[src/hw/rtl/bpm_pkg.sv]
`timescale 1ns / 1ps
// ----------------------------------------------------------------------------
// bpm_pkg: shared types and constants for the BMP pixel to mono converter
// Sizes, register codes, pipeline structs and the pixel classification rules.
// ----------------------------------------------------------------------------
package bpm_pkg;

   localparam int MAX_WIDTH       = 4096;
   localparam int MAX_ROWS        = 4096;
   localparam int PALETTE_ENTRIES = 256;

   // raw width of the dimension registers
   localparam int REG_W     = 13;
   localparam int DIM_LIMIT = (MAX_WIDTH > MAX_ROWS) ? MAX_WIDTH : MAX_ROWS;
   localparam int DIM_W     = ($clog2(DIM_LIMIT + 1) > REG_W) ? $clog2(DIM_LIMIT + 1) : REG_W;
   localparam int RB_W      = $clog2(MAX_WIDTH * 3 + 4);
   localparam int PROD_W    = $clog2(MAX_WIDTH * 24 + 8);
   localparam int PAL_AW    = $clog2(PALETTE_ENTRIES);
   localparam int COL_W     = 12;
   localparam int ROW_W     = 12;
   localparam int CSR_AW    = 5;
   localparam int CSR_DW    = 32;

   localparam logic [7:0] WHITE_LEVEL = 8'h80;
   localparam logic [7:0] COLOR_LEVEL = 8'hF0;
   localparam logic [9:0] SUM_LEVEL   = 10'd384;

   // palette memory word layout
   localparam int PAL_WHITE_BIT = 1;
   localparam int PAL_COLOR_BIT = 0;

   localparam logic [2:0]       RST_DEPTH_CODE   = 3'd4;
   localparam logic [REG_W-1:0] RST_IMAGE_WIDTH  = 13'd640;
   localparam logic [REG_W-1:0] RST_SHOWN_WIDTH  = 13'd640;
   localparam logic [REG_W-1:0] RST_SHOWN_ROWS   = 13'd480;
   localparam logic             RST_BOTTOM_UP    = 1'b1;

   typedef enum logic {
      CMD_PALETTE = 1'b0,
      CMD_DATA    = 1'b1
   } cmd_type;

   typedef enum logic [2:0] {
      DEPTH_1  = 3'd0,
      DEPTH_4  = 3'd1,
      DEPTH_8  = 3'd2,
      DEPTH_16 = 3'd3,
      DEPTH_24 = 3'd4
   } depth_type;

   typedef enum logic [2:0] {
      REG_DEPTH_CODE   = 3'd0,
      REG_RGB565       = 3'd1,
      REG_STRICT_WHITE = 3'd2,
      REG_IMAGE_WIDTH  = 3'd3,
      REG_SHOWN_WIDTH  = 3'd4,
      REG_SHOWN_ROWS   = 3'd5,
      REG_BOTTOM_UP    = 3'd6
   } reg_index_type;

   typedef struct packed {
      depth_type         depth;
      logic              rgb565;
      logic              strict;
      logic [DIM_W-1:0]  img_w;
      logic [DIM_W-1:0]  shw_w;
      logic [DIM_W-1:0]  shw_r;
      logic              bottom_up;
      logic [RB_W-1:0]   row_bytes;
   } cfg_type;

   typedef struct packed {
      logic              indexed;
      logic              in_range;
      logic              white;
      logic              colored;
      logic [COL_W-1:0]  column;
      logic [ROW_W-1:0]  row;
      logic              last;
      logic              frame_done;
   } pix_type;

   typedef struct packed {
      logic              en;
      logic [PAL_AW-1:0] addr;
      logic              white;
      logic              colored;
   } pal_wr_type;

   function automatic logic whitish(input logic strict, input logic [7:0] r,
                                    input logic [7:0] g, input logic [7:0] b);
      logic [9:0] sum;
      sum = 10'(r) + 10'(g) + 10'(b);
      if (strict) begin
         return (r > WHITE_LEVEL) && (g > WHITE_LEVEL) && (b > WHITE_LEVEL);
      end
      return sum > SUM_LEVEL;
   endfunction

   function automatic logic colored(input logic [7:0] r, input logic [7:0] g,
                                    input logic [7:0] b);
      return (r > COLOR_LEVEL) || ((g > COLOR_LEVEL) && (b > COLOR_LEVEL));
   endfunction

   function automatic logic is_indexed(input depth_type depth);
      return (depth == DEPTH_1) || (depth == DEPTH_4) || (depth == DEPTH_8);
   endfunction

endpackage

[src/hw/rtl/bmp_pixel_to_mono_converter_top.sv]
`timescale 1ns / 1ps
// ----------------------------------------------------------------------------
// bmp_pixel_to_mono_converter_top: BMP pixel bytes to white/colored flags
// Unpacks BMP pixel-array bytes and classifies each shown pixel for a
// two-tone plus color panel.
// ----------------------------------------------------------------------------
// Usage:
//   req_* carries one word per accepted cycle: a palette load (cmd 0) or one
//   raw pixel-array byte (cmd 1). rsp_* carries one pixel per word, tagged
//   with its column, display row, last-of-byte and end-of-frame marks.
//   Configure over the APB port while no byte is in flight.
//   The first pixel of a byte passes the item register, then the output
//   register. Throughput: one output pixel per cycle while rsp_stall is low,
//   set by the single palette read port. A palette load yields no pixel, a
//   byte at 8, 16 or 24 bits at most one, and a byte at 1 or 4 bits one
//   per shown pixel it holds (up to 8 or 2).
//   Reset restores the default registers and clears the row, column and byte
//   position; palette contents are undefined until loaded.
//   When rsp_stall is high a valid output word holds and the sequencer
//   stops at its next pixel; req_stall rises until the byte in hand is done.
// ----------------------------------------------------------------------------
module bmp_pixel_to_mono_converter_top import bpm_pkg::*; (
   input  logic              clock,
   input  logic              reset,
   input  logic              psel,
   input  logic              penable,
   input  logic              pwrite,
   input  logic [CSR_AW-1:0] paddr,
   input  logic [CSR_DW-1:0] pwdata,
   output logic [CSR_DW-1:0] prdata,
   output logic              pready,
   input  logic              req_valid,
   output logic              req_stall,
   input  logic              req_cmd,
   input  logic [7:0]        req_palette_index,
   input  logic [7:0]        req_red,
   input  logic [7:0]        req_green,
   input  logic [7:0]        req_blue,
   input  logic [7:0]        req_data_byte,
   output logic              rsp_valid,
   input  logic              rsp_stall,
   output logic              rsp_is_white,
   output logic              rsp_is_colored,
   output logic [COL_W-1:0]  rsp_column,
   output logic [ROW_W-1:0]  rsp_display_row,
   output logic              rsp_last_of_item,
   output logic              rsp_frame_done
);

   cfg_type           cfg;
   logic              pix_valid;
   logic              pix_ready;
   pix_type           pix;
   logic [PAL_AW-1:0] rd_addr;
   pal_wr_type        pal_wr;

   bpm_cfg u_cfg (
      .clock   (clock),
      .reset   (reset),
      .psel    (psel),
      .penable (penable),
      .pwrite  (pwrite),
      .paddr   (paddr),
      .pwdata  (pwdata),
      .prdata  (prdata),
      .pready  (pready),
      .cfg     (cfg)
   );

   bpm_unpack u_unpack (
      .clock             (clock),
      .reset             (reset),
      .cfg               (cfg),
      .req_valid         (req_valid),
      .req_stall         (req_stall),
      .req_cmd           (req_cmd),
      .req_palette_index (req_palette_index),
      .req_red           (req_red),
      .req_green         (req_green),
      .req_blue          (req_blue),
      .req_data_byte     (req_data_byte),
      .pix_valid         (pix_valid),
      .pix_ready         (pix_ready),
      .pix               (pix),
      .rd_addr           (rd_addr),
      .pal_wr            (pal_wr)
   );

   bpm_palette u_palette (
      .clock            (clock),
      .reset            (reset),
      .pix_valid        (pix_valid),
      .pix_ready        (pix_ready),
      .pix              (pix),
      .rd_addr          (rd_addr),
      .pal_wr           (pal_wr),
      .rsp_valid        (rsp_valid),
      .rsp_stall        (rsp_stall),
      .rsp_is_white     (rsp_is_white),
      .rsp_is_colored   (rsp_is_colored),
      .rsp_column       (rsp_column),
      .rsp_display_row  (rsp_display_row),
      .rsp_last_of_item (rsp_last_of_item),
      .rsp_frame_done   (rsp_frame_done)
   );

endmodule

[src/hw/rtl/bpm_cfg.sv]
`timescale 1ns / 1ps
// ----------------------------------------------------------------------------
// bpm_cfg: configuration registers
// APB register file plus the clamped widths, depth decode and padded row size.
// ----------------------------------------------------------------------------
module bpm_cfg import bpm_pkg::*; (
   input  logic              clock,
   input  logic              reset,
   input  logic              psel,
   input  logic              penable,
   input  logic              pwrite,
   input  logic [CSR_AW-1:0] paddr,
   input  logic [CSR_DW-1:0] pwdata,
   output logic [CSR_DW-1:0] prdata,
   output logic              pready,
   output cfg_type           cfg
);

   logic [2:0]       depth_code_ff, depth_code_in;
   logic             rgb565_ff, rgb565_in;
   logic             strict_ff, strict_in;
   logic [REG_W-1:0] img_raw_ff, img_raw_in;
   logic [REG_W-1:0] shw_raw_ff, shw_raw_in;
   logic [REG_W-1:0] rows_raw_ff, rows_raw_in;
   logic             bottom_up_ff, bottom_up_in;

   logic             wr_en;
   reg_index_type    reg_index;
   logic [DIM_W-1:0] img_ext;
   logic [DIM_W-1:0] shw_ext;
   logic [DIM_W-1:0] rows_ext;
   logic [DIM_W-1:0] img_w;
   logic [PROD_W-1:0] prod;
   logic [PROD_W-1:0] bytes;
   logic [PROD_W-1:0] padded;

   assign pready    = 1'b1;
   assign wr_en     = psel && penable && pwrite && pready;
   assign reg_index = reg_index_type'(paddr[4:2]);

   always_comb begin
      depth_code_in = depth_code_ff;
      rgb565_in     = rgb565_ff;
      strict_in     = strict_ff;
      img_raw_in    = img_raw_ff;
      shw_raw_in    = shw_raw_ff;
      rows_raw_in   = rows_raw_ff;
      bottom_up_in  = bottom_up_ff;
      if (wr_en) begin
         unique case (reg_index)
            REG_DEPTH_CODE:   depth_code_in = pwdata[2:0];
            REG_RGB565:       rgb565_in     = pwdata[0];
            REG_STRICT_WHITE: strict_in     = pwdata[0];
            REG_IMAGE_WIDTH:  img_raw_in    = pwdata[REG_W-1:0];
            REG_SHOWN_WIDTH:  shw_raw_in    = pwdata[REG_W-1:0];
            REG_SHOWN_ROWS:   rows_raw_in   = pwdata[REG_W-1:0];
            REG_BOTTOM_UP:    bottom_up_in  = pwdata[0];
            default: ;
         endcase
      end
   end

   always_ff @(posedge clock) begin
      if (reset) begin
         depth_code_ff <= RST_DEPTH_CODE;
         rgb565_ff     <= 1'b0;
         strict_ff     <= 1'b0;
         img_raw_ff    <= RST_IMAGE_WIDTH;
         shw_raw_ff    <= RST_SHOWN_WIDTH;
         rows_raw_ff   <= RST_SHOWN_ROWS;
         bottom_up_ff  <= RST_BOTTOM_UP;
      end else begin
         depth_code_ff <= depth_code_in;
         rgb565_ff     <= rgb565_in;
         strict_ff     <= strict_in;
         img_raw_ff    <= img_raw_in;
         shw_raw_ff    <= shw_raw_in;
         rows_raw_ff   <= rows_raw_in;
         bottom_up_ff  <= bottom_up_in;
      end
   end

   always_comb begin
      unique case (reg_index)
         REG_DEPTH_CODE:   prdata = CSR_DW'(depth_code_ff);
         REG_RGB565:       prdata = CSR_DW'(rgb565_ff);
         REG_STRICT_WHITE: prdata = CSR_DW'(strict_ff);
         REG_IMAGE_WIDTH:  prdata = CSR_DW'(img_raw_ff);
         REG_SHOWN_WIDTH:  prdata = CSR_DW'(shw_raw_ff);
         REG_SHOWN_ROWS:   prdata = CSR_DW'(rows_raw_ff);
         REG_BOTTOM_UP:    prdata = CSR_DW'(bottom_up_ff);
         default:          prdata = '0;
      endcase
   end

   // clamp dimensions: image width and shown rows to 1..max, shown width to 1..image width
   always_comb begin
      img_ext  = DIM_W'(img_raw_ff);
      shw_ext  = DIM_W'(shw_raw_ff);
      rows_ext = DIM_W'(rows_raw_ff);

      if (img_ext == '0) begin
         img_w = DIM_W'(1);
      end else if (img_ext > DIM_W'(MAX_WIDTH)) begin
         img_w = DIM_W'(MAX_WIDTH);
      end else begin
         img_w = img_ext;
      end

      cfg.img_w = img_w;
      if (shw_ext == '0) begin
         cfg.shw_w = DIM_W'(1);
      end else if (shw_ext > img_w) begin
         cfg.shw_w = img_w;
      end else begin
         cfg.shw_w = shw_ext;
      end

      if (rows_ext == '0) begin
         cfg.shw_r = DIM_W'(1);
      end else if (rows_ext > DIM_W'(MAX_ROWS)) begin
         cfg.shw_r = DIM_W'(MAX_ROWS);
      end else begin
         cfg.shw_r = rows_ext;
      end

      unique case (depth_code_ff)
         3'd0:    cfg.depth = DEPTH_1;
         3'd1:    cfg.depth = DEPTH_4;
         3'd2:    cfg.depth = DEPTH_8;
         3'd3:    cfg.depth = DEPTH_16;
         default: cfg.depth = DEPTH_24;
      endcase

      cfg.rgb565    = rgb565_ff;
      cfg.strict    = strict_ff;
      cfg.bottom_up = bottom_up_ff;

      unique case (cfg.depth)
         DEPTH_1:  prod = PROD_W'(img_w);
         DEPTH_4:  prod = PROD_W'(img_w) << 2;
         DEPTH_8:  prod = PROD_W'(img_w) << 3;
         DEPTH_16: prod = PROD_W'(img_w) << 4;
         default:  prod = (PROD_W'(img_w) << 4) + (PROD_W'(img_w) << 3);
      endcase
      // round bits up to bytes, then bytes up to a multiple of four
      bytes  = (prod + PROD_W'(7)) >> 3;
      padded = (bytes + PROD_W'(3)) & ~PROD_W'(3);
      cfg.row_bytes = padded[RB_W-1:0];
   end

endmodule

[src/hw/rtl/bpm_unpack.sv]
`timescale 1ns / 1ps
// ----------------------------------------------------------------------------
// bpm_unpack: item register and pixel sequencer
// Holds one word, steps through its pixels one per cycle unless stalled,
// tracks the row position and issues palette reads and palette writes.
// ----------------------------------------------------------------------------
module bpm_unpack import bpm_pkg::*; (
   input  logic              clock,
   input  logic              reset,
   input  cfg_type           cfg,
   input  logic              req_valid,
   output logic              req_stall,
   input  logic              req_cmd,
   input  logic [7:0]        req_palette_index,
   input  logic [7:0]        req_red,
   input  logic [7:0]        req_green,
   input  logic [7:0]        req_blue,
   input  logic [7:0]        req_data_byte,
   output logic              pix_valid,
   input  logic              pix_ready,
   output pix_type           pix,
   output logic [PAL_AW-1:0] rd_addr,
   output pal_wr_type        pal_wr
);

   logic             item_valid_ff, item_valid_in;
   cmd_type          item_cmd_ff, item_cmd_in;
   logic [7:0]       item_index_ff, item_index_in;
   logic [7:0]       item_red_ff, item_red_in;
   logic [7:0]       item_green_ff, item_green_in;
   logic [7:0]       item_blue_ff, item_blue_in;
   logic [7:0]       item_byte_ff, item_byte_in;
   logic [2:0]       sub_ff, sub_in;
   logic [DIM_W-1:0] col_ff, col_in;
   logic [RB_W-1:0]  rbc_ff, rbc_in;
   logic [DIM_W-1:0] row_ff, row_in;
   logic [1:0]       phase_ff, phase_in;
   logic [15:0]      held_ff, held_in;

   logic             is_data;
   logic             indexed;
   logic [2:0]       per_last;
   logic [1:0]       phase_need;
   logic             need_met;
   logic             col_in_img;
   logic [DIM_W-1:0] col_sub;
   logic [DIM_W-1:0] pix_col;
   logic             emit;
   logic             last_step;
   logic             step;
   logic             item_done;
   logic             accept;
   logic [7:0]       pix_index;
   logic [7:0]       red, green, blue;
   logic [7:0]       lsb, msb;
   logic [DIM_W:0]   col_plus;
   logic [RB_W-1:0]  rbc_plus;
   logic [DIM_W:0]   row_plus;
   logic [DIM_W-1:0] row_cap;
   logic [DIM_W-1:0] disp_row;

   assign is_data    = (item_cmd_ff == CMD_DATA);
   assign indexed    = is_indexed(cfg.depth);
   assign col_in_img = (col_ff < cfg.img_w);
   assign col_sub    = col_ff + DIM_W'(sub_ff);
   assign need_met   = (phase_ff >= phase_need);

   always_comb begin
      unique case (cfg.depth)
         DEPTH_1: per_last = 3'd7;
         DEPTH_4: per_last = 3'd1;
         default: per_last = 3'd0;
      endcase
      phase_need = (cfg.depth == DEPTH_16) ? 2'd1 : 2'd2;
   end

   // step, emit and end-of-word decisions
   always_comb begin
      if (indexed) begin
         emit      = is_data && (col_ff < cfg.shw_w);
         last_step = !emit || (sub_ff == per_last)
                     || ((col_sub + DIM_W'(1)) == cfg.shw_w);
         pix_col   = col_sub;
      end else begin
         emit      = is_data && col_in_img && need_met && (col_ff < cfg.shw_w);
         last_step = 1'b1;
         pix_col   = col_ff;
      end
      if (!is_data) begin
         last_step = 1'b1;
      end
   end

   assign step      = item_valid_ff && (!emit || pix_ready);
   assign item_done = step && last_step;
   assign req_stall = item_valid_ff && !item_done;
   assign accept    = req_valid && !req_stall;

   // palette index of the current sub-pixel, most significant first
   always_comb begin
      unique case (cfg.depth)
         DEPTH_1: pix_index = {7'b0, item_byte_ff[3'd7 - sub_ff]};
         DEPTH_4: pix_index = sub_ff[0] ? {4'b0, item_byte_ff[3:0]}
                                        : {4'b0, item_byte_ff[7:4]};
         default: pix_index = item_byte_ff;
      endcase
   end

   // direct color pixels: 16 bit little-endian or 24 bit BGR
   always_comb begin
      lsb = held_ff[7:0];
      msb = item_byte_ff;
      if (cfg.depth == DEPTH_16) begin
         blue = {lsb[4:0], 3'b000};
         if (cfg.rgb565) begin
            green = {msb[2:0], lsb[7:5], 2'b00};
            red   = {msb[7:3], 3'b000};
         end else begin
            green = {msb[1:0], lsb[7:5], 3'b000};
            red   = {msb[6:2], 3'b000};
         end
      end else begin
         blue  = held_ff[7:0];
         green = held_ff[15:8];
         red   = msb;
      end
   end

   always_comb begin
      row_cap  = (row_ff < cfg.shw_r) ? row_ff : (cfg.shw_r - DIM_W'(1));
      disp_row = cfg.bottom_up ? (cfg.shw_r - DIM_W'(1) - row_cap) : row_ff;

      pix.indexed    = indexed;
      pix.in_range   = ({1'b0, pix_index} < 9'(PALETTE_ENTRIES));
      pix.white      = whitish(cfg.strict, red, green, blue);
      pix.colored    = colored(red, green, blue);
      pix.column     = pix_col[COL_W-1:0];
      pix.row        = disp_row[ROW_W-1:0];
      pix.last       = last_step;
      pix.frame_done = ((row_ff + DIM_W'(1)) == cfg.shw_r)
                       && ((pix_col + DIM_W'(1)) == cfg.shw_w);
   end

   assign pix_valid = item_valid_ff && emit;
   assign rd_addr   = pix_index[PAL_AW-1:0];

   always_comb begin
      pal_wr.en      = item_valid_ff && !is_data
                       && ({1'b0, item_index_ff} < 9'(PALETTE_ENTRIES));
      pal_wr.addr    = item_index_ff[PAL_AW-1:0];
      pal_wr.white   = whitish(cfg.strict, item_red_ff, item_green_ff, item_blue_ff);
      pal_wr.colored = colored(item_red_ff, item_green_ff, item_blue_ff);
   end

   assign col_plus = (DIM_W + 1)'(col_ff) + (DIM_W + 1)'(per_last) + (DIM_W + 1)'(1);
   assign rbc_plus = rbc_ff + RB_W'(1);
   assign row_plus = (DIM_W + 1)'(row_ff) + (DIM_W + 1)'(1);

   always_comb begin
      item_valid_in = item_valid_ff;
      item_cmd_in   = item_cmd_ff;
      item_index_in = item_index_ff;
      item_red_in   = item_red_ff;
      item_green_in = item_green_ff;
      item_blue_in  = item_blue_ff;
      item_byte_in  = item_byte_ff;
      sub_in        = sub_ff;
      col_in        = col_ff;
      rbc_in        = rbc_ff;
      row_in        = row_ff;
      phase_in      = phase_ff;
      held_in       = held_ff;

      if (step) begin
         sub_in = item_done ? 3'd0 : (sub_ff + 3'd1);
      end

      if (item_done && is_data) begin
         if (indexed) begin
            if (col_in_img) begin
               col_in = (col_plus > (DIM_W + 1)'(cfg.img_w)) ? cfg.img_w
                                                              : col_plus[DIM_W-1:0];
            end
         end else if (col_in_img) begin
            if (need_met) begin
               col_in   = col_ff + DIM_W'(1);
               phase_in = 2'd0;
               held_in  = 16'd0;
            end else begin
               held_in  = held_ff | (phase_ff[0] ? {item_byte_ff, 8'd0}
                                                 : {8'd0, item_byte_ff});
               phase_in = phase_ff + 2'd1;
            end
         end

         // end of padded row: drop the rest and advance the row
         if (rbc_plus >= cfg.row_bytes) begin
            rbc_in   = '0;
            col_in   = '0;
            phase_in = 2'd0;
            held_in  = 16'd0;
            row_in   = (row_plus >= (DIM_W + 1)'(cfg.shw_r)) ? '0 : row_plus[DIM_W-1:0];
         end else begin
            rbc_in   = rbc_plus;
         end
      end

      if (accept) begin
         item_valid_in = 1'b1;
         item_cmd_in   = cmd_type'(req_cmd);
         item_index_in = req_palette_index;
         item_red_in   = req_red;
         item_green_in = req_green;
         item_blue_in  = req_blue;
         item_byte_in  = req_data_byte;
      end else if (item_done) begin
         item_valid_in = 1'b0;
      end
   end

   always_ff @(posedge clock) begin
      if (reset) begin
         item_valid_ff <= 1'b0;
         sub_ff        <= 3'd0;
         col_ff        <= '0;
         rbc_ff        <= '0;
         row_ff        <= '0;
         phase_ff      <= 2'd0;
         held_ff       <= 16'd0;
      end else begin
         item_valid_ff <= item_valid_in;
         sub_ff        <= sub_in;
         col_ff        <= col_in;
         rbc_ff        <= rbc_in;
         row_ff        <= row_in;
         phase_ff      <= phase_in;
         held_ff       <= held_in;
      end
   end

   always_ff @(posedge clock) begin
      item_cmd_ff   <= item_cmd_in;
      item_index_ff <= item_index_in;
      item_red_ff   <= item_red_in;
      item_green_ff <= item_green_in;
      item_blue_ff  <= item_blue_in;
      item_byte_ff  <= item_byte_in;
   end

   a_col_bounded: assert property (@(posedge clock) disable iff (reset)
      col_ff <= DIM_W'(MAX_WIDTH))
      else $error("column counter beyond maximum width");

   a_item_held: assert property (@(posedge clock) disable iff (reset)
      item_valid_ff && !item_done |=> item_valid_ff && $stable(item_byte_ff))
      else $error("word dropped before its pixels were sequenced");

   a_sub_owned: assert property (@(posedge clock) disable iff (reset)
      sub_ff != 3'd0 |-> item_valid_ff)
      else $error("sub-pixel count left over without a word");

endmodule

[src/hw/rtl/bpm_palette.sv]
`timescale 1ns / 1ps
// ----------------------------------------------------------------------------
// bpm_palette: palette flag memory and output register
// Two flags per entry in a synchronous RAM; the read lands together with the
// pixel in the output register.
// ----------------------------------------------------------------------------
module bpm_palette import bpm_pkg::*; (
   input  logic              clock,
   input  logic              reset,
   input  logic              pix_valid,
   output logic              pix_ready,
   input  pix_type           pix,
   input  logic [PAL_AW-1:0] rd_addr,
   input  pal_wr_type        pal_wr,
   output logic              rsp_valid,
   input  logic              rsp_stall,
   output logic              rsp_is_white,
   output logic              rsp_is_colored,
   output logic [COL_W-1:0]  rsp_column,
   output logic [ROW_W-1:0]  rsp_display_row,
   output logic              rsp_last_of_item,
   output logic              rsp_frame_done
);

   logic [1:0] pal_mem [PALETTE_ENTRIES];
   logic [1:0] rd_data_ff;
   logic       out_valid_ff, out_valid_in;
   pix_type    out_pix_ff;
   logic       load;
   logic       rd_en;

   assign pix_ready = !out_valid_ff || !rsp_stall;
   assign load      = pix_valid && pix_ready;
   assign rd_en     = load && pix.indexed;

   always_ff @(posedge clock) begin
      if (pal_wr.en) begin
         pal_mem[pal_wr.addr] <= {pal_wr.white, pal_wr.colored};
      end
      if (rd_en) begin
         rd_data_ff <= pal_mem[rd_addr];
      end
   end

   always_comb begin
      out_valid_in = out_valid_ff;
      if (load) begin
         out_valid_in = 1'b1;
      end else if (!rsp_stall) begin
         out_valid_in = 1'b0;
      end
   end

   always_ff @(posedge clock) begin
      if (reset) begin
         out_valid_ff <= 1'b0;
      end else begin
         out_valid_ff <= out_valid_in;
      end
   end

   always_ff @(posedge clock) begin
      if (load) begin
         out_pix_ff <= pix;
      end
   end

   assign rsp_valid        = out_valid_ff;
   assign rsp_is_white     = out_pix_ff.indexed
                             ? (out_pix_ff.in_range && rd_data_ff[PAL_WHITE_BIT])
                             : out_pix_ff.white;
   assign rsp_is_colored   = out_pix_ff.indexed
                             ? (out_pix_ff.in_range && rd_data_ff[PAL_COLOR_BIT])
                             : out_pix_ff.colored;
   assign rsp_column       = out_pix_ff.column;
   assign rsp_display_row  = out_pix_ff.row;
   assign rsp_last_of_item = out_pix_ff.last;
   assign rsp_frame_done   = out_pix_ff.frame_done;

   a_frame_ends_word: assert property (@(posedge clock) disable iff (reset)
      rsp_valid && rsp_frame_done |-> rsp_last_of_item)
      else $error("frame end pixel not marked last of its word");

   a_read_with_pixel: assert property (@(posedge clock) disable iff (reset)
      rd_en |=> out_valid_ff && out_pix_ff.indexed)
      else $error("palette read without an indexed pixel behind it");

endmodule
[config.mk]
export PLATFORM = sky130hd
export DESIGN_NAME = bmp_pixel_to_mono_converter_top
export DESIGN_NICKNAME = d
export VERILOG_FILES = /design/src/hw/rtl/bpm_pkg.sv /design/src/hw/rtl/bmp_pixel_to_mono_converter_top.sv /design/src/hw/rtl/bpm_cfg.sv /design/src/hw/rtl/bpm_unpack.sv /design/src/hw/rtl/bpm_palette.sv
export SDC_FILE = /design/constraint.sdc
export NUM_CORES = 2
export LEC_CHECK = 0
export BUFFER_PORTS_ARGS = -buffer_cell sky130_fd_sc_hd__buf_2
export CAP_MARGIN = 20
export CORE_AREA = 2 2 333 335
export CTS_CLUSTER_SIZE = 24
export DETAILED_ROUTE_END_ITERATION = 7
export DIE_AREA = 0 0 335 337
export SYNTH_ARGS = -nofsm -noshare
export SYNTH_HDL_FRONTEND = slang
export SYNTH_SLANG_ARGS = --single-unit
[constraint.sdc]
create_clock -name clock -period 18.4 [get_ports clock]
set_input_delay 2.76 -clock clock [delete_from_list [all_inputs] [get_ports clock]]
set_output_delay 2.76 -clock clock [all_outputs]
set_load 0.02 [all_outputs]
==> results_dict.tcl <==
set metrics [dict create \
    worst_slew_pin_slew_ps 1490 \
    clk_pin_slew_worst_paths_ps 60 \
    crit_top_cell "inv_1" \
    fin_crit_ps 10390 \
    layout.core_utilization_pct 38.8 \
    antenna_cells 0 \
    total_power_mw 3.84 \
    max_stage_delay_ps 860 \
    layout-area-overhead-vs-synth_pct 11.8 \
    crit_slowest_cell "o31ai_4" \
    cts_sinks 692 \
    drt_iter0_drc 2521 \
    status "complete, no violations" \
    start_kind "flip-flop" \
    placed_cells 5053 \
    coreArea_um2 110000 \
    cp_top_family "compound AO/OA/AOI/OAI gates" \
    grt-ovfl-total 0 \
    postCtsSetupRepairBufs 0 \
    dpl-instance-area_um2 39800 \
    setup_violations 0 \
    cts_resized 0 \
    portBuffers 106 \
    crit_fanout 23 \
    die_h_um 337 \
    power_leakage_nw 15.0 \
    postRouteAntennaNets 0 \
    crit_path_end_kind "primary output" \
    cts-htree-levels 3 \
    viasPerCell 5.51 \
    whs_path_depth 2 \
    first_pass_iters 6 \
    synth_seq_cells 692 \
    drt_drc_violations_left 0 \
    ys_types 94 \
    yosysTopAreaCellShare_pct 46.1 \
    path_depth 20 \
    timing.final.ws_setup_ps 8010 \
    async_flop_share_pct 0 \
    routedWlPerCell_um 20.1 \
    synth_ff_type "edfxtp_1" \
    grt_usage_pct 18.2 \
    crit_type "reg2out" \
    hold_class "reg2reg" \
    nNetsFinal 3958 \
    initial_core_util_pct 34.7 \
    slew_headroom_pct 0.337 \
    synth_edf_count 584 \
    clk_latency_ps 660 \
    cp.buffers_inverters 4 \
    drt_wl_total_mm 105 \
    powerDensity_nw_per_um2 90.5 \
    syn_area_um2 38000 \
    synthTopCellsByArea "edfxtp_1 (46%), dfxtp_1 (5.7%), ha_1 (5.1%), nand2_1 (5.1%), mux2i_1 (4.8%)" \
    fp.dieArea_um2 113000 \
    io_pins 148 \
    fin_crit_sh_pct 56.5 \
    clock-root-buffer "clkbuf_16" \
    cp_data_arrival_time_ps 7630 \
    seq_area_frac_synth_pct 51.8 \
    drive_gt1_share_pct 9.67 \
    synth_warnings 0 \
    fp.dieW_um 335 \
    rsz0062_at_grt "no" \
    maxCapViolations 0 \
    tns_ps 0 \
    postSynthAreaPerCell_um2 10.2 \
    instances_no_fill 5201 \
    rows 122 \
    grt_pass1_wl_mm 161 \
    pre_cts_slack_ps 8810 \
    fmax_ghz 0.0962 \
    synthCells 3724 \
    rr_worst_depth 16 \
    holdWs_ps 472 \
    cts_tree "done" \
    grt_max_degree 257 \
    dp_hpwl_mm 68.2 \
    synth_largest_area_cell "edfxtp_1" \
    clock_skew_ps 55.1 \
    clk_path_buf_depth 3 \
    finalHoldViolations 0 \
    crit_chain "nor2b_1 > inv_1 > ha_1 > a21oi_1 > a311oi_4 > o31ai_4 > mux2i_1 > ha_1 > a21oi_1 > nor2_1 > a211oi_1 > o31ai_1 > nor4_1 > nand3_1 > o31a_1 > inv_1 > a21oi_2 > or2_2 > inv_1 > buf_2" \
    antenna_found_initial 2 \
    num_vias 28676 \
    grt_pass1_vias 27828 \
    yosys-top-cells-count "edfxtp_1 (584), nand2_1 (514), nor2_1 (441), nand3_1 (229), a21oi_1 (214)" \
    hold_buffers 0 \
    synth.most_common_cell "edfxtp_1" \
    gp_congestion 0.900 \
    cp.required_ps 15640 \
    cts_made_buffers 80 \
    design_area_um2 42500 \
    drv_slew 0 \
    irDropWorstVdd_v 0.000145 \
]
state kept, by name (all words and copies together), names as in the netlist, 3 cells and up:
register	count
u_cfg.depth_code_ff	3
u_cfg.img_ext	13
u_cfg.rows_ext	13
u_cfg.shw_ext	13
u_palette.out_pix_ff	3
u_palette.pal_mem	512
u_palette.rsp_column	12
u_palette.rsp_display_row	12
u_unpack.col_ff	13
u_unpack.held_ff	16
u_unpack.item_blue_ff	8
u_unpack.item_byte_ff	8
u_unpack.item_green_ff	8
u_unpack.item_index_ff	8
u_unpack.item_red_ff	8
u_unpack.rbc_ff	14
u_unpack.row_ff	13
u_unpack.sub_ff	3
layout by cell type, fill, tap and decap left out, types with 18 or more instances in the layout:
| cell | n |
|---|---|
| xor2_1 | 44 |
| o21ai_0 | 92 |
| nor4_1 | 51 |
| nand2b_1 | 18 |
| xnor2_1 | 104 |
| nor3_1 | 55 |
| nor2_1 | 441 |
| and3_1 | 21 |
| dfxtp_1 | 108 |
| or3_1 | 31 |
| mux2_2 | 18 |
| o211ai_1 | 20 |
| a21o_1 | 22 |
| a21oi_1 | 212 |
| mux2i_1 | 183 |
| inv_1 | 86 |
| a41oi_1 | 20 |
| o21bai_1 | 21 |
| nor2b_1 | 45 |
| o221ai_1 | 49 |
| nand3_1 | 229 |
| buf_2 | 106 |
| nand4_1 | 34 |
| edfxtp_1 | 584 |
| nand2_1 | 512 |
| conb_1 | 20 |
| buf_4 | 47 |
| clkbuf_16 | 81 |
| a31oi_1 | 28 |
| ha_1 | 156 |
kinds of logic after synthesis:
family / share of synthesized area (%)
adders and majority gates: 5.56
buffers and inverters: 4.15
other: 0.0198
and+or+nand+nor: 17.8
muxes: 5.71
DFF: 51.8
AOI/OAI and AO/OA: 11.5
xor gates and xnor gates: 3.47
metal layers:
layer  GRT usage, %  part of all wire (%)  vias up
met5              0                     0        -
met4           6.01                   3.1        0
met3           2.81                   6.1      204
met2           30.3                    47      932
met1           24.3                    44    13987
li1               -                     -    13553
worst reg2reg max path: cells and delay by family (launching register included):
family | cells | cell delay (ps)
AO/OA/AOI/OAI | 6 | 3240
adder cells (fa/ha/maj) | 2 | 640
buffers and inverters | 3 | 950
flip-flops | 1 | 670
multiplexers | 1 | 640
AND/OR/NAND/NOR | 4 | 1240
final timing paths:
| path | from | slack (ps) | endpoint |
|---|---|---|---|
| max | u_cfg.img_ext[4] | 8010 | req_stall |
| min reg2reg | u_unpack.held_ff[8] | 470 | u_unpack.held_ff[8] |
| min | u_unpack.held_ff[8] | 470 | u_unpack.held_ff[8] |
| max reg2reg | u_cfg.img_ext[4] | 10630 | u_unpack.item_index_ff[3] |
report_power, final:
group	internal [mW]	total (mW)	leakage (nW)	switching (mW)
sequential	1.81	1.82	5.78	0.0142
combinational	0.108	0.393	7.90	0.285
clock	0.964	1.63	1.32	0.663
final cells by class:
class	instances	area, um^2
clock buffers	93	2090
well taps	1426	1780
flip-flops and latches	692	19700
repair buffers	158	993
inverters	90	338
fillers	10808	67100
clock inverters	55	643
multi-input cells	2687	16900
(Power assumes the default switching activity.)
